[config.mk]
export PLATFORM = sky130hd
export DESIGN_NAME = indexed_list_engine_flat
export DESIGN_NICKNAME = d
export VERILOG_FILES = /design/src/sv/lst_pkg.sv /design/src/sv/lst_in_if.sv /design/src/sv/lst_out_if.sv /design/src/sv/lst_ram.sv /design/src/sv/lst_decode.sv /design/src/sv/indexed_list_engine.sv /design/src/flat_wrapper.sv
export SDC_FILE = /design/constraint.sdc
export NUM_CORES = 2
export LEC_CHECK = 0
export BUFFER_PORTS_ARGS = -buffer_cell sky130_fd_sc_hd__buf_2
export CAP_MARGIN = 20
export CORE_MARGIN = 2
export CORE_UTILIZATION = 35
export CTS_CLUSTER_DIAMETER = 50
export DETAILED_ROUTE_END_ITERATION = 7
export PLACE_DENSITY = 0.51
export SYNTH_ARGS = -nofsm -noshare
export SYNTH_HDL_FRONTEND = slang
export SYNTH_SLANG_ARGS = --single-unit
[constraint.sdc]
create_clock -name clk -period 15.02 [get_ports clk]
set_input_delay 1.502 -clock clk [delete_from_list [all_inputs] [get_ports clk]]
set_output_delay 1.502 -clock clk [all_outputs]
set_load 0.1 [all_outputs]
[src/sv/lst_pkg.sv]
package lst_pkg;

  typedef enum logic [1:0] {
    OP_INSERT = 2'd0,
    OP_REMOVE = 2'd1,
    OP_READ   = 2'd2,
    OP_NONE   = 2'd3
  } lst_op_t;

  localparam logic [1:0] ST_OK   = 2'd0;
  localparam logic [1:0] ST_BAD  = 2'd1;
  localparam logic [1:0] ST_FULL = 2'd2;

  localparam int PosW   = 16;
  localparam int DataW  = 32;
  localparam int CountW = 7;

  // decoded operation handed from the decoder to the sequencer
  typedef struct packed {
    lst_op_t    op;
    logic [1:0] status;
    logic       shift;
  } lst_cmd_t;

endpackage

[src/sv/lst_in_if.sv]
interface lst_in_if;
  logic                              valid;
  logic                              ready;
  logic [1:0]                        opcode;
  logic signed [lst_pkg::PosW-1:0]   position;
  logic signed [lst_pkg::DataW-1:0]  data_in;

  modport source (output valid, output opcode, output position, output data_in,
                  input ready);
  modport sink   (input valid, input opcode, input position, input data_in,
                  output ready);
endinterface

[src/sv/lst_out_if.sv]
interface lst_out_if;
  logic                               valid;
  logic                               ready;
  logic signed [lst_pkg::DataW-1:0]   data_out;
  logic [1:0]                         status;
  logic [lst_pkg::CountW-1:0]         entry_count;

  modport source (output valid, output data_out, output status, output entry_count,
                  input ready);
  modport sink   (input valid, input data_out, input status, input entry_count,
                  output ready);
endinterface

[src/sv/lst_ram.sv]
module lst_ram #(
  parameter int DEPTH = 64,
  parameter int AW    = 6
) (
  input  logic                      clk,
  input  logic                      we,
  input  logic [AW-1:0]             waddr,
  input  logic [lst_pkg::DataW-1:0] wdata,
  input  logic                      re,
  input  logic [AW-1:0]             raddr,
  output logic [lst_pkg::DataW-1:0] rdata
);

  logic [lst_pkg::DataW-1:0] mem [DEPTH];

  always_ff @(posedge clk) begin
    if (we) begin
      mem[waddr] <= wdata;
    end
  end

  always_ff @(posedge clk) begin
    if (re) begin
      rdata <= mem[raddr];
    end
  end

endmodule

[src/sv/lst_decode.sv]
module lst_decode #(
  parameter int DEPTH = 64,
  parameter int AW    = 6,
  parameter int CW    = 7
) (
  input  lst_pkg::lst_op_t                 op,
  input  logic signed [lst_pkg::PosW-1:0]  position,
  input  logic [CW-1:0]                    count,
  output lst_pkg::lst_cmd_t                cmd,
  output logic [AW-1:0]                    at,
  output logic [AW-1:0]                    first,
  output logic [AW-1:0]                    last
);

  localparam int CMPW = ((CW > lst_pkg::PosW - 1) ? CW : lst_pkg::PosW - 1) + 1;

  logic            pos_neg;
  logic            pos_m1;
  logic [CMPW-1:0] pos_u;
  logic [CMPW-1:0] cnt_u;
  logic [CMPW-1:0] cm1_u;
  logic            past_end;
  logic            past_last;
  logic            empty;
  logic            full;

  assign pos_neg   = position[lst_pkg::PosW-1];
  assign pos_m1    = (position == -16'sd1);
  assign pos_u     = CMPW'(position[lst_pkg::PosW-2:0]);
  assign cnt_u     = CMPW'(count);
  assign cm1_u     = cnt_u - CMPW'(1);
  assign past_end  = (pos_u >= cnt_u);
  assign past_last = (pos_u >= cm1_u);
  assign empty     = (count == '0);
  assign full      = (count == CW'(DEPTH));

  always_comb begin
    cmd.op     = op;
    cmd.status = lst_pkg::ST_OK;
    cmd.shift  = 1'b0;
    at         = '0;
    first      = '0;
    last       = '0;
    case (op)
      lst_pkg::OP_INSERT: begin
        if (pos_neg && !pos_m1) begin
          cmd.status = lst_pkg::ST_BAD;
        end else if (full) begin
          cmd.status = lst_pkg::ST_FULL;
        end
        at        = (pos_m1 || past_end) ? AW'(cnt_u) : AW'(pos_u);
        cmd.shift = !(pos_m1 || past_end);
        // descending copy: count-1 down to at
        first     = AW'(cm1_u);
        last      = at;
      end
      lst_pkg::OP_REMOVE: begin
        if (empty) begin
          cmd.status = lst_pkg::ST_BAD;
        end
        if (pos_neg || pos_u == '0) begin
          at = '0;
        end else if (past_last) begin
          at = AW'(cm1_u);
        end else begin
          at = AW'(pos_u);
        end
        cmd.shift = (at != AW'(cm1_u));
        // ascending copy: at+1 up to count-1
        first     = AW'(at + 1'b1);
        last      = AW'(cm1_u);
      end
      lst_pkg::OP_READ: begin
        if (empty || (!pos_neg && past_end)) begin
          cmd.status = lst_pkg::ST_BAD;
        end
        at = pos_neg ? '0 : AW'(pos_u);
      end
      default: begin
        cmd.status = lst_pkg::ST_BAD;
      end
    endcase
  end

endmodule

[src/sv/indexed_list_engine.sv]
// Indexed list engine: an ordered list of up to DEPTH signed 32-bit values
// held in a single-port-write, single-port-read RAM.
//
// in_bus  : one beat carries opcode (insert/remove/read), position, data_in.
// out_bus : one beat per input beat with data_out, status and entry_count.
// Both channels use valid/ready; a beat moves when both are high.
//
// Sequencing: a read or any rejected operation goes from accept straight to
// the finish state. An append goes through the put state, any other insert
// through shift, drain and put. A remove at the tail goes straight to finish,
// else through shift. The shift loop moves one entry per cycle through the
// RAM (one read, one write port). in_ready is high only while the sequencer
// is idle; one operation is in flight at a time.
//
// The result sits in an output register, so a new beat can be accepted
// while out_bus is stalled; that next operation then waits in its final
// state until the output register is free.
// Reset clears the entry count and control state; the RAM is not cleared,
// entries beyond count never reach data_out.
module indexed_list_engine #(
  parameter int DEPTH = 64
) (
  input  logic      clk,
  input  logic      rst_n,
  lst_in_if.sink    in_bus,
  lst_out_if.source out_bus
);

  localparam int AW = (DEPTH > 1) ? $clog2(DEPTH) : 1;
  localparam int CW = $clog2(DEPTH + 1);

  typedef enum logic [2:0] {
    S_IDLE,
    S_SHIFT,
    S_DRAIN,
    S_PUT,
    S_FINISH
  } state_t;

  state_t                    state_r, state_nxt;
  lst_pkg::lst_op_t          op_r, op_nxt;
  logic [1:0]                status_r, status_nxt;
  logic [lst_pkg::DataW-1:0] val_r, val_nxt;
  logic [AW-1:0]             at_r, at_nxt;
  logic [AW-1:0]             ptr_r, ptr_nxt;
  logic [AW-1:0]             last_r, last_nxt;
  logic                      wb_valid_r, wb_valid_nxt;
  logic [AW-1:0]             wb_addr_r, wb_addr_nxt;
  logic [CW-1:0]             count_r, count_nxt;

  logic                       out_valid_r, out_valid_nxt;
  logic [lst_pkg::DataW-1:0]  out_data_r, out_data_nxt;
  logic [1:0]                 out_status_r, out_status_nxt;
  logic [lst_pkg::CountW-1:0] out_count_r, out_count_nxt;

  lst_pkg::lst_cmd_t         dec_cmd;
  logic [AW-1:0]             dec_at;
  logic [AW-1:0]             dec_first;
  logic [AW-1:0]             dec_last;

  logic                      accept;
  logic                      is_ins;
  logic                      out_free;

  logic                      ram_we;
  logic [AW-1:0]             ram_waddr;
  logic [lst_pkg::DataW-1:0] ram_wdata;
  logic                      ram_re;
  logic [AW-1:0]             ram_raddr;
  logic [lst_pkg::DataW-1:0] ram_rdata;

  lst_decode #(
    .DEPTH (DEPTH),
    .AW    (AW),
    .CW    (CW)
  ) u_decode (
    .op       (lst_pkg::lst_op_t'(in_bus.opcode)),
    .position (in_bus.position),
    .count    (count_r),
    .cmd      (dec_cmd),
    .at       (dec_at),
    .first    (dec_first),
    .last     (dec_last)
  );

  lst_ram #(
    .DEPTH (DEPTH),
    .AW    (AW)
  ) u_ram (
    .clk   (clk),
    .we    (ram_we),
    .waddr (ram_waddr),
    .wdata (ram_wdata),
    .re    (ram_re),
    .raddr (ram_raddr),
    .rdata (ram_rdata)
  );

  assign in_bus.ready        = (state_r == S_IDLE);
  assign accept              = in_bus.valid && in_bus.ready;
  assign is_ins              = (op_r == lst_pkg::OP_INSERT);
  assign out_free            = !out_valid_r || out_bus.ready;

  assign out_bus.valid       = out_valid_r;
  assign out_bus.data_out    = out_data_r;
  assign out_bus.status      = out_status_r;
  assign out_bus.entry_count = out_count_r;

  // Write port: copy-back of the entry read last cycle, or the new value.
  assign ram_we    = wb_valid_r || (state_r == S_PUT);
  assign ram_waddr = (state_r == S_PUT) ? at_r : wb_addr_r;
  assign ram_wdata = (state_r == S_PUT) ? val_r : ram_rdata;
  // Read port: the read target at accept, then the shift pointer.
  assign ram_re    = accept || (state_r == S_SHIFT);
  assign ram_raddr = (state_r == S_SHIFT) ? ptr_r : dec_at;

  always_comb begin
    state_nxt      = state_r;
    op_nxt         = op_r;
    status_nxt     = status_r;
    val_nxt        = val_r;
    at_nxt         = at_r;
    ptr_nxt        = ptr_r;
    last_nxt       = last_r;
    wb_valid_nxt   = 1'b0;
    wb_addr_nxt    = wb_addr_r;
    count_nxt      = count_r;
    out_valid_nxt  = out_valid_r && !out_bus.ready;
    out_data_nxt   = out_data_r;
    out_status_nxt = out_status_r;
    out_count_nxt  = out_count_r;

    case (state_r)
      S_IDLE: begin
        if (accept) begin
          op_nxt     = dec_cmd.op;
          status_nxt = dec_cmd.status;
          val_nxt    = in_bus.data_in;
          at_nxt     = dec_at;
          ptr_nxt    = dec_first;
          last_nxt   = dec_last;
          if (dec_cmd.status != lst_pkg::ST_OK) begin
            state_nxt = S_FINISH;
          end else if (dec_cmd.op == lst_pkg::OP_INSERT) begin
            state_nxt = dec_cmd.shift ? S_SHIFT : S_PUT;
          end else if (dec_cmd.op == lst_pkg::OP_REMOVE) begin
            state_nxt = dec_cmd.shift ? S_SHIFT : S_FINISH;
          end else begin
            state_nxt = S_FINISH;
          end
        end
      end
      S_SHIFT: begin
        // one entry per cycle: read ptr now, write it one place over next cycle
        wb_valid_nxt = 1'b1;
        wb_addr_nxt  = is_ins ? AW'(ptr_r + 1'b1) : AW'(ptr_r - 1'b1);
        ptr_nxt      = is_ins ? AW'(ptr_r - 1'b1) : AW'(ptr_r + 1'b1);
        if (ptr_r == last_r) begin
          state_nxt = is_ins ? S_DRAIN : S_FINISH;
        end
      end
      S_DRAIN: begin
        state_nxt = S_PUT;
      end
      S_PUT: begin
        state_nxt = S_FINISH;
      end
      S_FINISH: begin
        if (out_free) begin
          if (status_r == lst_pkg::ST_OK && op_r == lst_pkg::OP_INSERT) begin
            count_nxt = CW'(count_r + 1'b1);
          end else if (status_r == lst_pkg::ST_OK && op_r == lst_pkg::OP_REMOVE) begin
            count_nxt = CW'(count_r - 1'b1);
          end
          out_valid_nxt  = 1'b1;
          out_status_nxt = status_r;
          out_data_nxt   = (status_r == lst_pkg::ST_OK && op_r == lst_pkg::OP_READ) ?
                           ram_rdata : '0;
          out_count_nxt  = lst_pkg::CountW'(count_nxt);
          state_nxt      = S_IDLE;
        end
      end
      default: begin
        state_nxt = S_IDLE;
      end
    endcase
  end

  always_ff @(posedge clk) begin
    if (!rst_n) begin
      state_r     <= S_IDLE;
      wb_valid_r  <= 1'b0;
      count_r     <= '0;
      out_valid_r <= 1'b0;
    end else begin
      state_r     <= state_nxt;
      wb_valid_r  <= wb_valid_nxt;
      count_r     <= count_nxt;
      out_valid_r <= out_valid_nxt;
    end
    op_r         <= op_nxt;
    status_r     <= status_nxt;
    val_r        <= val_nxt;
    at_r         <= at_nxt;
    ptr_r        <= ptr_nxt;
    last_r       <= last_nxt;
    wb_addr_r    <= wb_addr_nxt;
    out_data_r   <= out_data_nxt;
    out_status_r <= out_status_nxt;
    out_count_r  <= out_count_nxt;
  end

  // list never grows past the store
  a_count_bound: assert property (@(posedge clk) disable iff (!rst_n)
    count_r <= CW'(DEPTH))
    else $error("entry count above depth");

  // copy-back write only follows a shift read
  a_wb_after_shift: assert property (@(posedge clk) disable iff (!rst_n)
    wb_valid_r |-> $past(state_r == S_SHIFT))
    else $error("copy-back without shift read");

  // new value write never collides with a copy-back
  a_put_no_wb: assert property (@(posedge clk) disable iff (!rst_n)
    (state_r == S_PUT) |-> !wb_valid_r)
    else $error("write port conflict");

  // a result is only launched from the finish state
  a_out_from_finish: assert property (@(posedge clk) disable iff (!rst_n)
    $rose(out_valid_r) |-> $past(state_r == S_FINISH))
    else $error("result without finish");

  // full status only reported with the list at depth
  a_full_status: assert property (@(posedge clk) disable iff (!rst_n)
    ($rose(out_valid_r) && out_status_r == lst_pkg::ST_FULL) |-> count_r == CW'(DEPTH))
    else $error("full status with room left");

endmodule
[src/flat_wrapper.sv]
// flat-port wrapper written by rule: the top's interface ports become plain ports
module indexed_list_engine_flat 
#(
  parameter int DEPTH = 64
)
  (clk, rst_n, in_bus_valid, in_bus_opcode, in_bus_position, in_bus_data_in, in_bus_ready, out_bus_valid, out_bus_data_out, out_bus_status, out_bus_entry_count, out_bus_ready);
  lst_in_if in_bus_i ();
  lst_out_if out_bus_i ();
  input  logic clk;
  input  logic rst_n;
  input wire logic [$bits(in_bus_i.valid)-1:0] in_bus_valid;
  input wire logic [$bits(in_bus_i.opcode)-1:0] in_bus_opcode;
  input wire logic [$bits(in_bus_i.position)-1:0] in_bus_position;
  input wire logic [$bits(in_bus_i.data_in)-1:0] in_bus_data_in;
  output wire logic [$bits(in_bus_i.ready)-1:0] in_bus_ready;
  output wire logic [$bits(out_bus_i.valid)-1:0] out_bus_valid;
  output wire logic [$bits(out_bus_i.data_out)-1:0] out_bus_data_out;
  output wire logic [$bits(out_bus_i.status)-1:0] out_bus_status;
  output wire logic [$bits(out_bus_i.entry_count)-1:0] out_bus_entry_count;
  input wire logic [$bits(out_bus_i.ready)-1:0] out_bus_ready;
  assign in_bus_i.valid = in_bus_valid;
  assign in_bus_i.opcode = in_bus_opcode;
  assign in_bus_i.position = in_bus_position;
  assign in_bus_i.data_in = in_bus_data_in;
  assign in_bus_ready = in_bus_i.ready;
  assign out_bus_valid = out_bus_i.valid;
  assign out_bus_data_out = out_bus_i.data_out;
  assign out_bus_status = out_bus_i.status;
  assign out_bus_entry_count = out_bus_i.entry_count;
  assign out_bus_i.ready = out_bus_ready;
  indexed_list_engine #(.DEPTH(DEPTH)) u_core (.clk(clk), .rst_n(rst_n), .in_bus(in_bus_i), .out_bus(out_bus_i));
endmodule
==> metrics.md <==
| Metric | Value |
|---|---|
| Synth Net Count | between 5k and 6k |
| Fin crit period | between 8000 and 9000 ps |
| H-tree Lvls | 4 |
| Main synth FF type | edfxtp_1 |
| Worst Path Required | 15,570 ps |
| Cell area after placement | 92,300 um^2 |
| Resized Gates After CTS | 0 |
| Hold-fix buffers, CTS | 0 |
| Hold WC Path Type | register to register |
| PortBufs | 96 |
| Total chip power | 15,500 uW |
| Rel. slew slack | 16.5% |
| Antenna Nets Post-Route | 0 |
| Vias post-DR | 49.8k |
| Synth Warn # | 0 |
| Cell Rows | 182 |
| Worst Max-Slew Pin Slew | 1240 ps |
| Yosys top cell area share | between 70% and 80% |
| Max Slew Vio Count | 0 |
| Register area share after synthesis | about three quarters |
| Synth top cells by count | 2,181 x edfxtp_1, 853 x nand2_1, 233 x mux4_2, 208 x mux2i_1, 183 x clkbuf_1 |
| Clk_skew | approximately 30 ps |
| Layout Nets | approximately 5.4k |
| Max Clk Rate | 0.115 GHz |
| Post-route design area | 99,300 um^2 |
| CTS max path bufs | 3 |
| Post-CTS Repair Setup Buffers | 0 |
| Drt drc | 0 |
| Final WL | 275,000 um |
| Flops & latches, synth | 2,193 |
| Top cells by area, synth | edfxtp_1 75%, mux4_2 6.0%, nand2_1 3.7% |
| Largest area contributor in the synthesized netlist | edfxtp_1 |
| PD cells | 156 nW/um^2 |
| Ports | 97 |
| First-pass GRT wire length | 384,000 um |
| Layout cells sized above 1 | 17.8% |
| Chip width | 502 um |
| Mapped Area | 86,900 um^2 |
| Setup CP Type | register to register |
| Clock-pin slew on the worst setup and hold paths | 60 ps |
| Largest net degree at the start of global routing | 141 |
| Grt ovf | 0 |
| Crit Path Max Fanout | 46 |
| Vias in the first global route | 48.7k |
| Die ar. | 252,000 um^2 |
| Cells after Synth | 5,139 |
| 1st-iter DRT viols | 6,384 |
| Status | complete, no violations |
| Setup violators final | 0 |
| Hold Fails Final Rpt | 0 |
| Worst setup EP type | register |
| Clk Latency, worst-skew pair | 860 ps |
| Fin Hold WS | 537 ps |
| Vias per cell | 5.65 |
| GRT Util Overall | 21.5% |
| CTS Sinks | 2,193 |
| Antenna violations before repair | 16 |
| Post-synth EDFFs | about 2.2k |
| Routed len/inst | 31.2 um |
| Synth Area per Inst | ~17 um^2 |
| Core box area | 246,000 um^2 |
| Leakage dissipation | 0.0319 uW |
| Pre-Repair DR Iteration Count | 6 |
| Starting Density | 35.3% |
| Area Growth Syn to Fin | 14.2% |
| Most frequent cell after synthesis | edfxtp_1 |
| CTS Buf Count | 217 |
| Distinct cells, synth | 90 |
| Crit path DAT | 9260 ps |
| HPWL Detailed | 145,000 um |
| CP startpoint kind | register |
| TritonCTS clock tree | done |
| Async S/R FF share, synth | 0% |
| Fin Setup TNS | 0 ps |
| Worst-case vdd ir drop | 0.120 mV |
| Root Buffer | clkbuf_16 |
| Die H | 502 um |
| Max Cap Viol | 0 |
| Unrepaired setup endpoints after global routing | no |
| Final Wtd Congestion | just under 0.9 |
| Final Cycle Share | 58.0% |
==> worst paths after layout <==
check	start	to	cells past startpoint	slack, ps
max reg2reg	u_core.count_r[0]$_SDFFE_PN0P_	u_core.u_ram.rdata[18]$_DFFE_PP_	16	6310
min reg2reg	u_core.out_bus.valid$_SDFF_PN0_	u_core.out_bus.valid$_SDFF_PN0_	2	540
max	u_core.count_r[0]$_SDFFE_PN0P_	u_core.u_ram.rdata[18]$_DFFE_PP_	16	6310
min	u_core.out_bus.valid$_SDFF_PN0_	u_core.out_bus.valid$_SDFF_PN0_	2	540
==> worst max-delay path: stages, from the launching register on <==
cell,delay [ps]
dfxtp_1,440
or4_4,670
nor4_2,390
inv_1,270
ha_1,340
o2111a_1,250
a211oi_1,740
nor4_2,250
nand3_1,340
and3_4,640
buf_4,650
buf_4,610
buf_4,680
mux4_2,590
a22o_1,250
a311oi_1,920
o31ai_1,170
==> state kept, by name, indices dropped and copies added, names as in the netlist, 6 cells and up <==
name and count:
u_core.u_ram.rdata 32, u_core.at_r 6, u_core.out_bus.data_out 32, u_core.u_ram.mem 2048, u_core.wb_addr_r 6, u_core.out_bus.entry_count 7, u_core.ptr_r 6, u_core.count_r 7
u_core.val_r 32, u_core.last_r 6
==> through the flow <==
| step | std cells | util [%] | setup WS, ps |
|---|---|---|---|
| floorplan | 5139 | - | 9670 |
| detailed placement | 8392 | 37.5 | 6370 |
| finish | 8805 | 40.3 | 6310 |
| CTS | 8794 | 40.3 | 6410 |
| global route | 8795 | 40.3 | 5870 |
| global placement | 8383 | 37.4 | 5340 |
==> per-layer routing <==
layer	track usage [%]	wire length, um	up-vias
met5	0	55	-
met1	29.7	115000	26400
li1	-	-	20800
met3	3.24	20700	357
met2	34.8	130000	2193
met4	7.19	8420	8
==> cells in the final DEF (no fill, tap or decap), types with 12 or more instances in the layout <==
cell type | synthesis | layout
a221o_1 | 33 | 33
inv_1 | 27 | 26
a211oi_1 | 17 | 15
and2_1 | 36 | 35
nand2b_1 | 15 | 15
nor3_1 | 15 | 15
clkinv_2 | 0 | 30
a31oi_1 | 111 | 110
a22oi_1 | 20 | 20
ha_1 | 25 | 25
a21oi_1 | 88 | 88
o31ai_1 | 17 | 15
mux2i_1 | 208 | 208
buf_2 | 87 | 99
dfxtp_1 | 12 | 12
and3_1 | 16 | 15
o21ai_0 | 49 | 49
nand2_2 | 0 | 31
buf_12 | 0 | 15
nor2_1 | 144 | 79
xnor2_1 | 24 | 24
a32o_1 | 41 | 41
buf_4 | 21 | 154
clkbuf_16 | 0 | 223
a32oi_1 | 53 | 53
mux4_2 | 233 | 233
nand3_1 | 129 | 128
bufinv_16 | 0 | 19
edfxtp_1 | 2181 | 2181
clkbuf_1 | 183 | 60
nand4_1 | 116 | 116
a22o_1 | 33 | 33
a221oi_1 | 64 | 64
a311oi_1 | 37 | 31
nand2_1 | 853 | 821
o211ai_1 | 23 | 23
nor2_4 | 0 | 67
clkinv_1 | 1 | 49
==> cell type report <==
class | instances | area (um^2)
diodes | 10 | 25.0
flip-flops and latches | 2193 | 65700
clock buffers | 284 | 5820
fillers | 22300 | 147000
well taps | 3312 | 4140
inverters | 29 | 109
multi-input cells | 2587 | 20300
repair buffers | 272 | 2000
clock inverters | 118 | 1130
==> cells by family (layout without fill, tap and decap cells) <==
kind of cell	after synthesis	count (layout)	share of synthesized area, %
compound gates	703	703	6.23
xor+xnor	35	35	0.353
fa+ha+maj	25	25	0.360
buf+inv	359	703	1.92
flops	2193	2193	75.6
mux	448	448	8.54
other cells	0	10	0
simple gates	1376	1376	6.95
==> power by group <==
group | switching (uW) | total [uW] | internal, uW
clock network | 2330 | 5380 | 3050
logic | 2020 | 2690 | 667
registers | 111 | 7420 | 7310
total | 4470 | 15500 | 11000
Power figures use the tool's default switching activity.
